## src/rtl/core/hld_pkg.sv

```systemverilog
`timescale 1ns / 1ps
`default_nettype none
package hld_pkg;

  localparam int MAX_WORDS = 2048;
  localparam int WCNT_W = $clog2(MAX_WORDS + 1);
  localparam int CNT_W = 17;
  localparam logic [CNT_W-1:0] COUNT_CAP = 17'd65536;
  localparam logic [CNT_W-1:0] THRESH_RESET = 17'd6554;
  localparam int PC_W = 6;

  typedef logic [CNT_W-1:0] cnt_t;

  typedef struct packed {
    cnt_t s11;
    cnt_t s10;
    cnt_t s01;
    cnt_t s00;
  } sums_t;

  typedef struct packed {
    logic              degenerate;
    logic              passes;
    logic signed [17:0] d_prime;
    logic signed [15:0] d_value;
    cnt_t              r_squared;
    cnt_t              total_count;
    sums_t             counts;
  } result_t;

  function automatic logic [PC_W-1:0] popcount32(input logic [31:0] w);
    logic [PC_W-1:0] n;
    n = '0;
    for (int i = 0; i < 32; i++) begin
      n = n + {{(PC_W-1){1'b0}}, w[i]};
    end
    return n;
  endfunction

  function automatic cnt_t sat_add(input cnt_t s, input logic [PC_W-1:0] v);
    logic [CNT_W:0] t;
    t = {1'b0, s} + {{(CNT_W+1-PC_W){1'b0}}, v};
    return (t > {1'b0, COUNT_CAP}) ? COUNT_CAP : t[CNT_W-1:0];
  endfunction

endpackage
`default_nettype wire

```

## src/rtl/core/hld_front.sv

```systemverilog
`timescale 1ns / 1ps
`default_nettype none
module hld_front (
  input  wire logic          clk,
  input  wire logic          rst,
  input  wire logic          s_tvalid,
  output logic               s_tready,
  input  wire logic [127:0]  s_tdata,
  input  wire logic          s_tlast,
  input  wire logic          q_full,
  output logic               q_push,
  output hld_pkg::sums_t     q_data
);

  hld_pkg::sums_t sums, sums_next;
  logic [hld_pkg::WCNT_W-1:0] words_seen;
  logic accept, room;
  logic [31:0] fz, fo, sz, so;

  assign fz = s_tdata[31:0];
  assign fo = s_tdata[63:32];
  assign sz = s_tdata[95:64];
  assign so = s_tdata[127:96];

  assign s_tready = !q_full;
  assign accept = s_tvalid && s_tready;
  assign room = words_seen < hld_pkg::WCNT_W'(hld_pkg::MAX_WORDS);

  always_comb begin
    sums_next = sums;
    if (room) begin
      sums_next.s00 = hld_pkg::sat_add(sums.s00, hld_pkg::popcount32(fz & sz));
      sums_next.s01 = hld_pkg::sat_add(sums.s01, hld_pkg::popcount32(fz & so));
      sums_next.s10 = hld_pkg::sat_add(sums.s10, hld_pkg::popcount32(fo & sz));
      sums_next.s11 = hld_pkg::sat_add(sums.s11, hld_pkg::popcount32(fo & so));
    end
  end

  assign q_push = accept && s_tlast;
  assign q_data = sums_next;

  always_ff @(posedge clk) begin
    if (rst) begin
      sums <= '0;
      words_seen <= '0;
    end else if (accept) begin
      if (s_tlast) begin
        sums <= '0;
        words_seen <= '0;
      end else begin
        sums <= sums_next;
        if (room) words_seen <= words_seen + 1'b1;
      end
    end
  end

endmodule
`default_nettype wire

```

## src/rtl/core/hld_queue.sv

```systemverilog
`timescale 1ns / 1ps
`default_nettype none
module hld_queue (
  input  wire logic           clk,
  input  wire logic           rst,
  input  wire logic           push,
  input  wire hld_pkg::sums_t push_data,
  input  wire logic           pop,
  output hld_pkg::sums_t      pop_data,
  output logic                full,
  output logic                empty
);

  hld_pkg::sums_t slots [2];
  logic wr_ptr, rd_ptr;
  logic [1:0] fill;

  assign full = fill == 2'd2;
  assign empty = fill == 2'd0;
  assign pop_data = slots[rd_ptr];

  always_ff @(posedge clk) begin
    if (push) slots[wr_ptr] <= push_data;
  end

  always_ff @(posedge clk) begin
    if (rst) begin
      wr_ptr <= 1'b0;
      rd_ptr <= 1'b0;
      fill <= 2'd0;
    end else begin
      if (push) wr_ptr <= !wr_ptr;
      if (pop) rd_ptr <= !rd_ptr;
      case ({push, pop})
        2'b10: fill <= fill + 2'd1;
        2'b01: fill <= fill - 2'd1;
        default: fill <= fill;
      endcase
    end
  end

endmodule
`default_nettype wire

```

## src/rtl/core/hld_back.sv

```systemverilog
`timescale 1ns / 1ps
`default_nettype none
module hld_back (
  input  wire logic            clk,
  input  wire logic            rst,
  input  wire hld_pkg::cnt_t   r2_threshold,
  input  wire logic            q_empty,
  input  wire hld_pkg::sums_t  q_data,
  output logic                 q_pop,
  output logic                 out_valid,
  input  wire logic            out_ready,
  output hld_pkg::result_t     out_data
);

  typedef enum logic [7:0] {
    S_IDLE = 8'b0000_0001,
    S_PREP = 8'b0000_0010,
    S_MUL  = 8'b0000_0100,
    S_MAG  = 8'b0000_1000,
    S_DLD  = 8'b0001_0000,
    S_DIV  = 8'b0010_0000,
    S_DRND = 8'b0100_0000,
    S_FIN  = 8'b1000_0000
  } state_t;

  localparam logic [3:0] OP_AD = 4'd0, OP_BC = 4'd1, OP_R12 = 4'd2, OP_C12 = 4'd3,
                         OP_R1C1 = 4'd4, OP_R2C2 = 4'd5, OP_R1C2 = 4'd6,
                         OP_R2C1 = 4'd7, OP_TT = 4'd8, OP_MSQ = 4'd9, OP_DEN = 4'd10;
  localparam logic [1:0] DIV_RSQ = 2'd0, DIV_DV = 2'd1, DIV_DP = 2'd2;

  state_t state;
  hld_pkg::sums_t cnt;
  logic [18:0] t;
  logic [17:0] r1, r2, c1, c2;
  logic degen, neg;
  logic [3:0] op;
  logic half;
  logic [53:0] acc;
  logic [35:0] p_ad, p_bc, p_r12, p_c12, p_11, p_22, p_12, p_21, mag, m;
  logic [37:0] p_tt;
  logic [65:0] p_msq;
  logic [71:0] p_den;
  logic [35:0] mx, my;
  logic [53:0] prod;
  logic [71:0] mres;
  logic [81:0] rem;
  logic [88:0] dsh;
  logic [71:0] dden;
  logic [17:0] q, qr, rsq_q, dv_q, dp_q;
  logic [4:0] qbit;
  logic [1:0] dop;
  logic [18:0] t_sum;
  logic ge;

  assign t_sum = {2'b0, cnt.s00} + {2'b0, cnt.s01} + {2'b0, cnt.s10} + {2'b0, cnt.s11};

  always_comb begin
    case (op)
      OP_AD:   begin mx = {19'b0, cnt.s00}; my = {19'b0, cnt.s11}; end
      OP_BC:   begin mx = {19'b0, cnt.s01}; my = {19'b0, cnt.s10}; end
      OP_R12:  begin mx = {18'b0, r1}; my = {18'b0, r2}; end
      OP_C12:  begin mx = {18'b0, c1}; my = {18'b0, c2}; end
      OP_R1C1: begin mx = {18'b0, r1}; my = {18'b0, c1}; end
      OP_R2C2: begin mx = {18'b0, r2}; my = {18'b0, c2}; end
      OP_R1C2: begin mx = {18'b0, r1}; my = {18'b0, c2}; end
      OP_R2C1: begin mx = {18'b0, r2}; my = {18'b0, c1}; end
      OP_TT:   begin mx = {17'b0, t}; my = {17'b0, t}; end
      OP_MSQ:  begin mx = mag; my = mag; end
      OP_DEN:  begin mx = p_r12; my = p_c12; end
      default: begin mx = '0; my = '0; end
    endcase
  end

  // one 36x18 product per cycle; a full product sums the partial products of the low and high halves of my
  assign prod = mx * (half ? my[35:18] : my[17:0]);
  assign mres = {18'b0, acc} + {prod, 18'b0};

  assign ge = {7'b0, rem} >= dsh;
  assign qr = q + {17'b0, ({rem, 1'b0} >= {11'b0, dden})};
  assign q_pop = (state == S_IDLE) && !q_empty;

  logic [16:0] rsq_c, dp_c;
  logic [14:0] dv_c;
  logic [18:0] t_c;
  always_comb begin
    rsq_c = (rsq_q > 18'd65536) ? 17'd65536 : rsq_q[16:0];
    dv_c = (dv_q > 18'd16384) ? 15'd16384 : dv_q[14:0];
    dp_c = (dp_q > 18'd65536) ? 17'd65536 : dp_q[16:0];
    t_c = (t > 19'd65536) ? 19'd65536 : t;
  end

  always_ff @(posedge clk) begin
    if (rst) begin
      state <= S_IDLE;
      out_valid <= 1'b0;
    end else begin
      if (out_valid && out_ready && state != S_FIN) out_valid <= 1'b0;
      unique case (state)
        S_IDLE: begin
          if (!q_empty) begin
            cnt <= q_data;
            state <= S_PREP;
          end
        end
        S_PREP: begin
          t <= t_sum;
          r1 <= {1'b0, cnt.s00} + {1'b0, cnt.s01};
          r2 <= {1'b0, cnt.s10} + {1'b0, cnt.s11};
          c1 <= {1'b0, cnt.s00} + {1'b0, cnt.s10};
          c2 <= {1'b0, cnt.s01} + {1'b0, cnt.s11};
          degen <= (t_sum == '0) || (cnt.s00 == '0 && cnt.s01 == '0) ||
                   (cnt.s10 == '0 && cnt.s11 == '0) ||
                   (cnt.s00 == '0 && cnt.s10 == '0) ||
                   (cnt.s01 == '0 && cnt.s11 == '0);
          neg <= 1'b0;
          rsq_q <= '0;
          dv_q <= '0;
          dp_q <= '0;
          op <= OP_AD;
          half <= 1'b0;
          state <= S_MUL;
        end
        S_MUL: begin
          if (degen) begin
            state <= S_FIN;
          end else if (!half) begin
            acc <= prod;
            half <= 1'b1;
          end else begin
            half <= 1'b0;
            case (op)
              OP_AD:   p_ad <= mres[35:0];
              OP_BC:   p_bc <= mres[35:0];
              OP_R12:  p_r12 <= mres[35:0];
              OP_C12:  p_c12 <= mres[35:0];
              OP_R1C1: p_11 <= mres[35:0];
              OP_R2C2: p_22 <= mres[35:0];
              OP_R1C2: p_12 <= mres[35:0];
              OP_R2C1: p_21 <= mres[35:0];
              OP_TT:   p_tt <= mres[37:0];
              OP_MSQ:  p_msq <= mres[65:0];
              default: p_den <= mres;
            endcase
            op <= op + 4'd1;
            if (op == OP_TT) state <= S_MAG;
            else if (op == OP_DEN) begin
              dop <= DIV_RSQ;
              state <= S_DLD;
            end
          end
        end
        S_MAG: begin
          neg <= p_ad < p_bc;
          mag <= (p_ad < p_bc) ? p_bc - p_ad : p_ad - p_bc;
          if (p_ad < p_bc) m <= (p_11 < p_22) ? p_11 : p_22;
          else m <= (p_12 < p_21) ? p_12 : p_21;
          state <= S_MUL;
        end
        S_DLD: begin
          case (dop)
            DIV_RSQ: begin
              rem <= {p_msq, 16'b0};
              dden <= p_den;
              dsh <= {p_den, 17'b0};
            end
            DIV_DV: begin
              rem <= {30'b0, mag, 16'b0};
              dden <= {34'b0, p_tt};
              dsh <= {34'b0, p_tt, 17'b0};
            end
            default: begin
              rem <= {30'b0, mag, 16'b0};
              dden <= {36'b0, m};
              dsh <= {36'b0, m, 17'b0};
            end
          endcase
          q <= '0;
          qbit <= 5'd17;
          state <= S_DIV;
        end
        S_DIV: begin
          if (ge) begin
            rem <= rem - dsh[81:0];
            q[qbit] <= 1'b1;
          end
          dsh <= dsh >> 1;
          if (qbit == 5'd0) state <= S_DRND;
          else qbit <= qbit - 5'd1;
        end
        S_DRND: begin
          case (dop)
            DIV_RSQ: rsq_q <= qr;
            DIV_DV:  dv_q <= qr;
            default: dp_q <= qr;
          endcase
          if (dop == DIV_DP) state <= S_FIN;
          else begin
            dop <= dop + 2'd1;
            state <= S_DLD;
          end
        end
        S_FIN: begin
          // hold until the output register is free
          if (!out_valid || out_ready) begin
            out_valid <= 1'b1;
            out_data.counts <= cnt;
            out_data.total_count <= t_c[16:0];
            out_data.r_squared <= rsq_c;
            out_data.d_value <= neg ? -$signed({1'b0, dv_c}) : $signed({1'b0, dv_c});
            out_data.d_prime <= neg ? -$signed({1'b0, dp_c}) : $signed({1'b0, dp_c});
            out_data.passes <= !degen && (rsq_c >= r2_threshold);
            out_data.degenerate <= degen;
            state <= S_IDLE;
          end
        end
        default: state <= S_IDLE;
      endcase
    end
  end

endmodule
`default_nettype wire

```

## src/rtl/core/haplotype_ld_r2.sv

```systemverilog
`timescale 1ns / 1ps
`default_nettype none
// Linkage disequilibrium of two biallelic variants from haplotype bit masks.
// Mask words are taken one per cycle while the queue is not full, and
// popcounts of the four allele pairs accumulate per pair; the word with tlast
// closes the pair and hands its four counts to a two-entry queue. A sequencer
// then computes r2, D and D prime with one shared 36x18 multiplier (eleven
// products) and one restoring divider (three quotients). The front keeps
// streaming words while the back works and stalls only when the queue is
// full. Degenerate pairs (a zero total or marginal) skip the products and
// divisions and finish with zero ratios. A threshold write applies to later
// results.
module haplotype_ld_r2 (
  input  wire logic         clk,
  input  wire logic         rst,
  input  wire logic         s_tvalid,
  output logic              s_tready,
  // first_zero_word, first_one_word, second_zero_word, second_one_word
  input  wire logic [127:0] s_tdata,
  input  wire logic         s_tlast,
  output logic              m_tvalid,
  input  wire logic         m_tready,
  // count_zero_zero, count_zero_one, count_one_zero, count_one_one,
  // total_count, r_squared, d_value, d_prime
  output logic [135:0]      m_tdata,
  // passes, degenerate
  output logic [1:0]        m_tuser,
  input  wire logic         cfg_wr_en,
  input  wire logic [16:0]  cfg_wr_data
);

  hld_pkg::cnt_t r2_threshold;
  hld_pkg::sums_t push_data, pop_data;
  hld_pkg::result_t res;
  logic q_full, q_empty, q_push, q_pop;

  always_ff @(posedge clk) begin
    if (rst) r2_threshold <= hld_pkg::THRESH_RESET;
    else if (cfg_wr_en) r2_threshold <= cfg_wr_data;
  end

  hld_front u_front (
    .clk(clk), .rst(rst), .s_tvalid(s_tvalid), .s_tready(s_tready),
    .s_tdata(s_tdata), .s_tlast(s_tlast), .q_full(q_full),
    .q_push(q_push), .q_data(push_data)
  );

  hld_queue u_queue (
    .clk(clk), .rst(rst), .push(q_push), .push_data(push_data),
    .pop(q_pop), .pop_data(pop_data), .full(q_full), .empty(q_empty)
  );

  hld_back u_back (
    .clk(clk), .rst(rst), .r2_threshold(r2_threshold), .q_empty(q_empty),
    .q_data(pop_data), .q_pop(q_pop), .out_valid(m_tvalid),
    .out_ready(m_tready), .out_data(res)
  );

  assign m_tdata = {res.d_prime, res.d_value, res.r_squared, res.total_count,
                    res.counts.s11, res.counts.s10, res.counts.s01, res.counts.s00};
  assign m_tuser = {res.degenerate, res.passes};

  a_pass_not_degen: assert property (@(posedge clk) disable iff (rst)
    m_tvalid && m_tuser[0] |-> !m_tuser[1])
    else $error("passing pair flagged degenerate");

  a_degen_zero: assert property (@(posedge clk) disable iff (rst)
    m_tvalid && m_tuser[1] |-> m_tdata[135:85] == '0)
    else $error("degenerate pair with nonzero ratios");

  a_total_bound: assert property (@(posedge clk) disable iff (rst)
    m_tvalid |-> m_tdata[84:68] >= m_tdata[16:0] && m_tdata[84:68] >= m_tdata[67:51])
    else $error("total below a haplotype count");

endmodule
`default_nettype wire
```

## config.mk

```make
export PLATFORM = sky130hd
export DESIGN_NAME = haplotype_ld_r2
export DESIGN_NICKNAME = d
export VERILOG_FILES = /design/src/rtl/core/hld_pkg.sv /design/src/rtl/core/hld_front.sv /design/src/rtl/core/hld_queue.sv /design/src/rtl/core/hld_back.sv /design/src/rtl/core/haplotype_ld_r2.sv
export SDC_FILE = /design/constraint.sdc
export NUM_CORES = 2
export LEC_CHECK = 0
export BUFFER_PORTS_ARGS = -buffer_cell sky130_fd_sc_hd__buf_4
export CORE_ASPECT_RATIO = 1.2
export CORE_MARGIN = 3
export CORE_UTILIZATION = 32
export CTS_CLUSTER_DIAMETER = 200
export CTS_CLUSTER_SIZE = 30
export DETAILED_ROUTE_END_ITERATION = 12
export SKIP_LAST_GASP = 1
export SYNTH_ARGS = -nofsm -noshare
export SYNTH_HDL_FRONTEND = slang
export SYNTH_SLANG_ARGS = --single-unit
```

## constraint.sdc

```tcl
create_clock -name clk -period 16.8 [get_ports clk]
set_clock_uncertainty 0.2 [all_clocks]
set_input_delay 3.36 -clock clk [delete_from_list [all_inputs] [get_ports clk]]
set_output_delay 3.36 -clock clk [all_outputs]
set_load 0.01 [all_outputs]
```

==> run metrics <==
die area 318,000 sq um; GRT Util Overall 18.8%; CP required 17.13 ns; share of the yosys chip area belonging to registers 42.9%; r2r worst-path depth 36; FP Rows 223; area growth from synthesis to layout 8.74%; Final ANT Viol Nets 0; final worst path period need 11.58 ns; die width 515 microns; Post-synth top cells 1,352 x edfxtp_1, 1,268 x inv_1, 982 x nand2_1, 728 x nor2_1, 670 x fa_1; clk_lat worst skew 0.79 ns; TritonCTS buffer count 55; core box area 309,000 sq um; Setup TNS 0 ns; reg2reg end u_back.p_den[70]$_DFFE_PP_; drc violations 0; TritonCTS clock tree built; Power Total 12.6 mW; FILL cells 30,900; Die Ht 617 microns; Hold Violations, Final 0; post-CTS setup buffers 0; Seq cells post-synth 1,462; root buffer cell clkbuf_16; top cells by area, synth edfxtp_1 41%, fa_1 13%, ha_1 8.0%; Power Density 116 nW/um^2; Final Max Tran Viols 0; Crit. End Element flop; Reg clk slew, reported paths 0.12 ns; # setup viols final 0; r2r setup slk 5.22 ns; Worst setup SP type flop; worst hold path class flop to flop; CTS H-tree lvls 2; ratio of cells with drive above 1 in the final layout 7.08%; post_cts resized 0; Synth area leader edfxtp_1; Mapped Cells 9,421; synth warn 0; DR pass1 iterations 7; Tcrit/Tclk final 68.9%; critical path class flop to flop; worst-path fanout max 25; synthesized area per cell 10.6 sq um; RSZ-0062 raised after global routing no; I/O pins 291; leakage power total 45.2 nW; initial core utilization 32.3%; syn nets 10,900; vias in the first global route 70,500; Yosys cell types 91; EDFF count, synth 1,352; IO Port Bufs 290; clk buf depth 3; Max Fclk 0.0863 GHz; Yosys top cell area share 40.7%; crit path DAT 11.91 ns; Post-synth ARST share 0%; # hold bufs at CTS 0; max_cap viols 0; status finished, final reports clean; crit path to u_back.p_den[70]$_DFFE_PP_; most common cell in the synthesized netlist edfxtp_1; Routed WL per cell 22.5 microns; VDD IR max 0.164 mV; Post-DP HPWL 238 mm; post-layout util 35.1%; nets@finish 11,000; global-route wire length before repair 454 mm; reg-to-reg startpoint u_back.op[3]$_SDFFCE_PN0P_; ys flop type edfxtp_1; Storage cell area 42,800 sq um; Rel. slew slack 10.8%; crit-path most repeated cell fa_1; Critical-path top delay cell a222oi_1; Vias per Instance 5.18; number of antenna violations at the first check in global routing 20; via count 70,600; actual slew at the worst max-slew pin 1.34 ns; grt ovf 0; final WL 306 mm; placer congestion estimate 0.934; largest net degree at the start of global routing 84; crit-path max cell delay 1.07 ns; Starting DRT DRC Count 6,498; area of the multi-input gates 50,900 sq um; clk sinks 1,462; Netlist Area Pre-Place 99,700 sq um; crit path from u_back.op[3]$_SDFFCE_PN0P_
==> routing by layer <==
metal / wire, microns / track usage (%) / vias up
li1: - / - / 32500
met1: 120000 / 23.0 / 35000
met3: 19900 / 2.81 / 589
met4: 16900 / 8.72 / 4
met2: 149000 / 32.6 / 2500
met5: 34 / 0 / -
==> through the flow <==
| stage | hold WS [ns] | area, sq um | setup slack, ns | cells |
|---|---|---|---|---|
| 3_5_place_dp | 0.281 | 107000 | 4.88 | 13500 |
| 5_1_grt | 0.314 | 108000 | 4.53 | 13600 |
| 3_3_place_gp | 0.273 | 107000 | 4.93 | 13500 |
| 2_1_floorplan | 0.246 | 99700 | 2.89 | 9421 |
| 4_1_cts | 0.298 | 108000 | 5.20 | 13600 |
| 6_report | 0.294 | 108000 | 5.22 | 13600 |
==> final cells by class <==
class,count,share of cell area [%]
multi-input combinational,6312,47.0
antenna,11,0.0254
inverter,1268,4.39
clock buffer,99,1.46
tap,4050,4.68
clock inverter,5,0.0577
timing repair buffer,417,2.89
sequential,1462,39.5
==> worst min path at each step <==
stage / startpoint / to / slack [ns] / depth (start not counted)
CTS: u_front.sums[30]$_SDFFE_PP0P_ / u_front.sums[30]$_SDFFE_PP0P_ / 0.30 / 2
global placement: u_front.words_seen[6]$_SDFFE_PP0P_ / u_front.words_seen[6]$_SDFFE_PP0P_ / 0.27 / 2
floorplan: u_front.sums[30]$_SDFFE_PP0P_ / u_front.sums[30]$_SDFFE_PP0P_ / 0.25 / 2
finish: u_front.words_seen[6]$_SDFFE_PP0P_ / u_front.words_seen[6]$_SDFFE_PP0P_ / 0.29 / 2
detailed placement: u_front.sums[30]$_SDFFE_PP0P_ / u_front.sums[30]$_SDFFE_PP0P_ / 0.28 / 2
global route: r2_threshold[4]$_SDFFE_PP1P_ / r2_threshold[4]$_SDFFE_PP1P_ / 0.31 / 2
==> registers in the layout, summed over array words and instances (netlist names), 19 cells and up <==
name,flops
u_queue.slots,136
u_back.acc,54
u_back.p_ad,36
u_back.p_11,36
u_back.mag,36
u_back.rem,82
u_back.dsh,89
u_back.p_12,36
u_back.p_c12,36
u_back.p_den,72
u_back.t,19
u_back.p_tt,38
u_back.dden,72
u_back.p_bc,36
u_back.cnt,68
u_back.m,36
u_back.p_r12,36
u_back.out_data,138
u_front.sums,68
u_back.p_22,36
u_back.p_msq,66
u_back.p_21,36
==> cells by family after synthesis <==
| family | after synthesis | share of synthesized area [%] |
|---|---|---|
| XOR/XNOR | 387 | 3.41 |
| flip-flops | 1462 | 42.9 |
| AND/OR/NAND/NOR | 2613 | 12.0 |
| multiplexers | 248 | 2.59 |
| adder cells (fa/ha/maj) | 1306 | 21.4 |
| buffers and inverters | 1647 | 6.24 |
| AO/OA/AOI/OAI | 1758 | 11.4 |
==> report_power, final <==
part           switching, mW  total [mW]  internal, mW  leakage, nW
clock                   1.15        1.81         0.659        0.785
combinational           3.75        5.89          2.14         31.3
sequential             0.172        4.90          4.73         13.0
total                   5.07        12.6          7.53         45.2
==> critical path, delay by kind of cell, from the launching register on <==
family	cells	cell delay [ns]
xor gates and xnor gates	2	0.32
buffers and inverters	6	0.52
and+or+nand+nor	10	1.88
adders and majority gates	8	3.53
AOI/OAI and AO/OA	10	4.29
DFF	1	0.56
==> layout by cell type (no fill, tap or decap), types with 132 or more instances in the layout <==
cell,Yosys,routed
nand2_1,982,982
xnor2_1,253,253
a21oi_1,482,474
inv_1,1268,1267
and2_1,154,148
ha_1,636,635
edfxtp_1,1352,1352
nor2_1,728,723
buf_4,0,417
xor2_1,133,132
a21o_1,233,231
nand3_1,140,140
fa_1,670,670
o21ai_0,366,365
mux2i_1,168,168
Note: power is estimated with default switching activity, not from simulation.
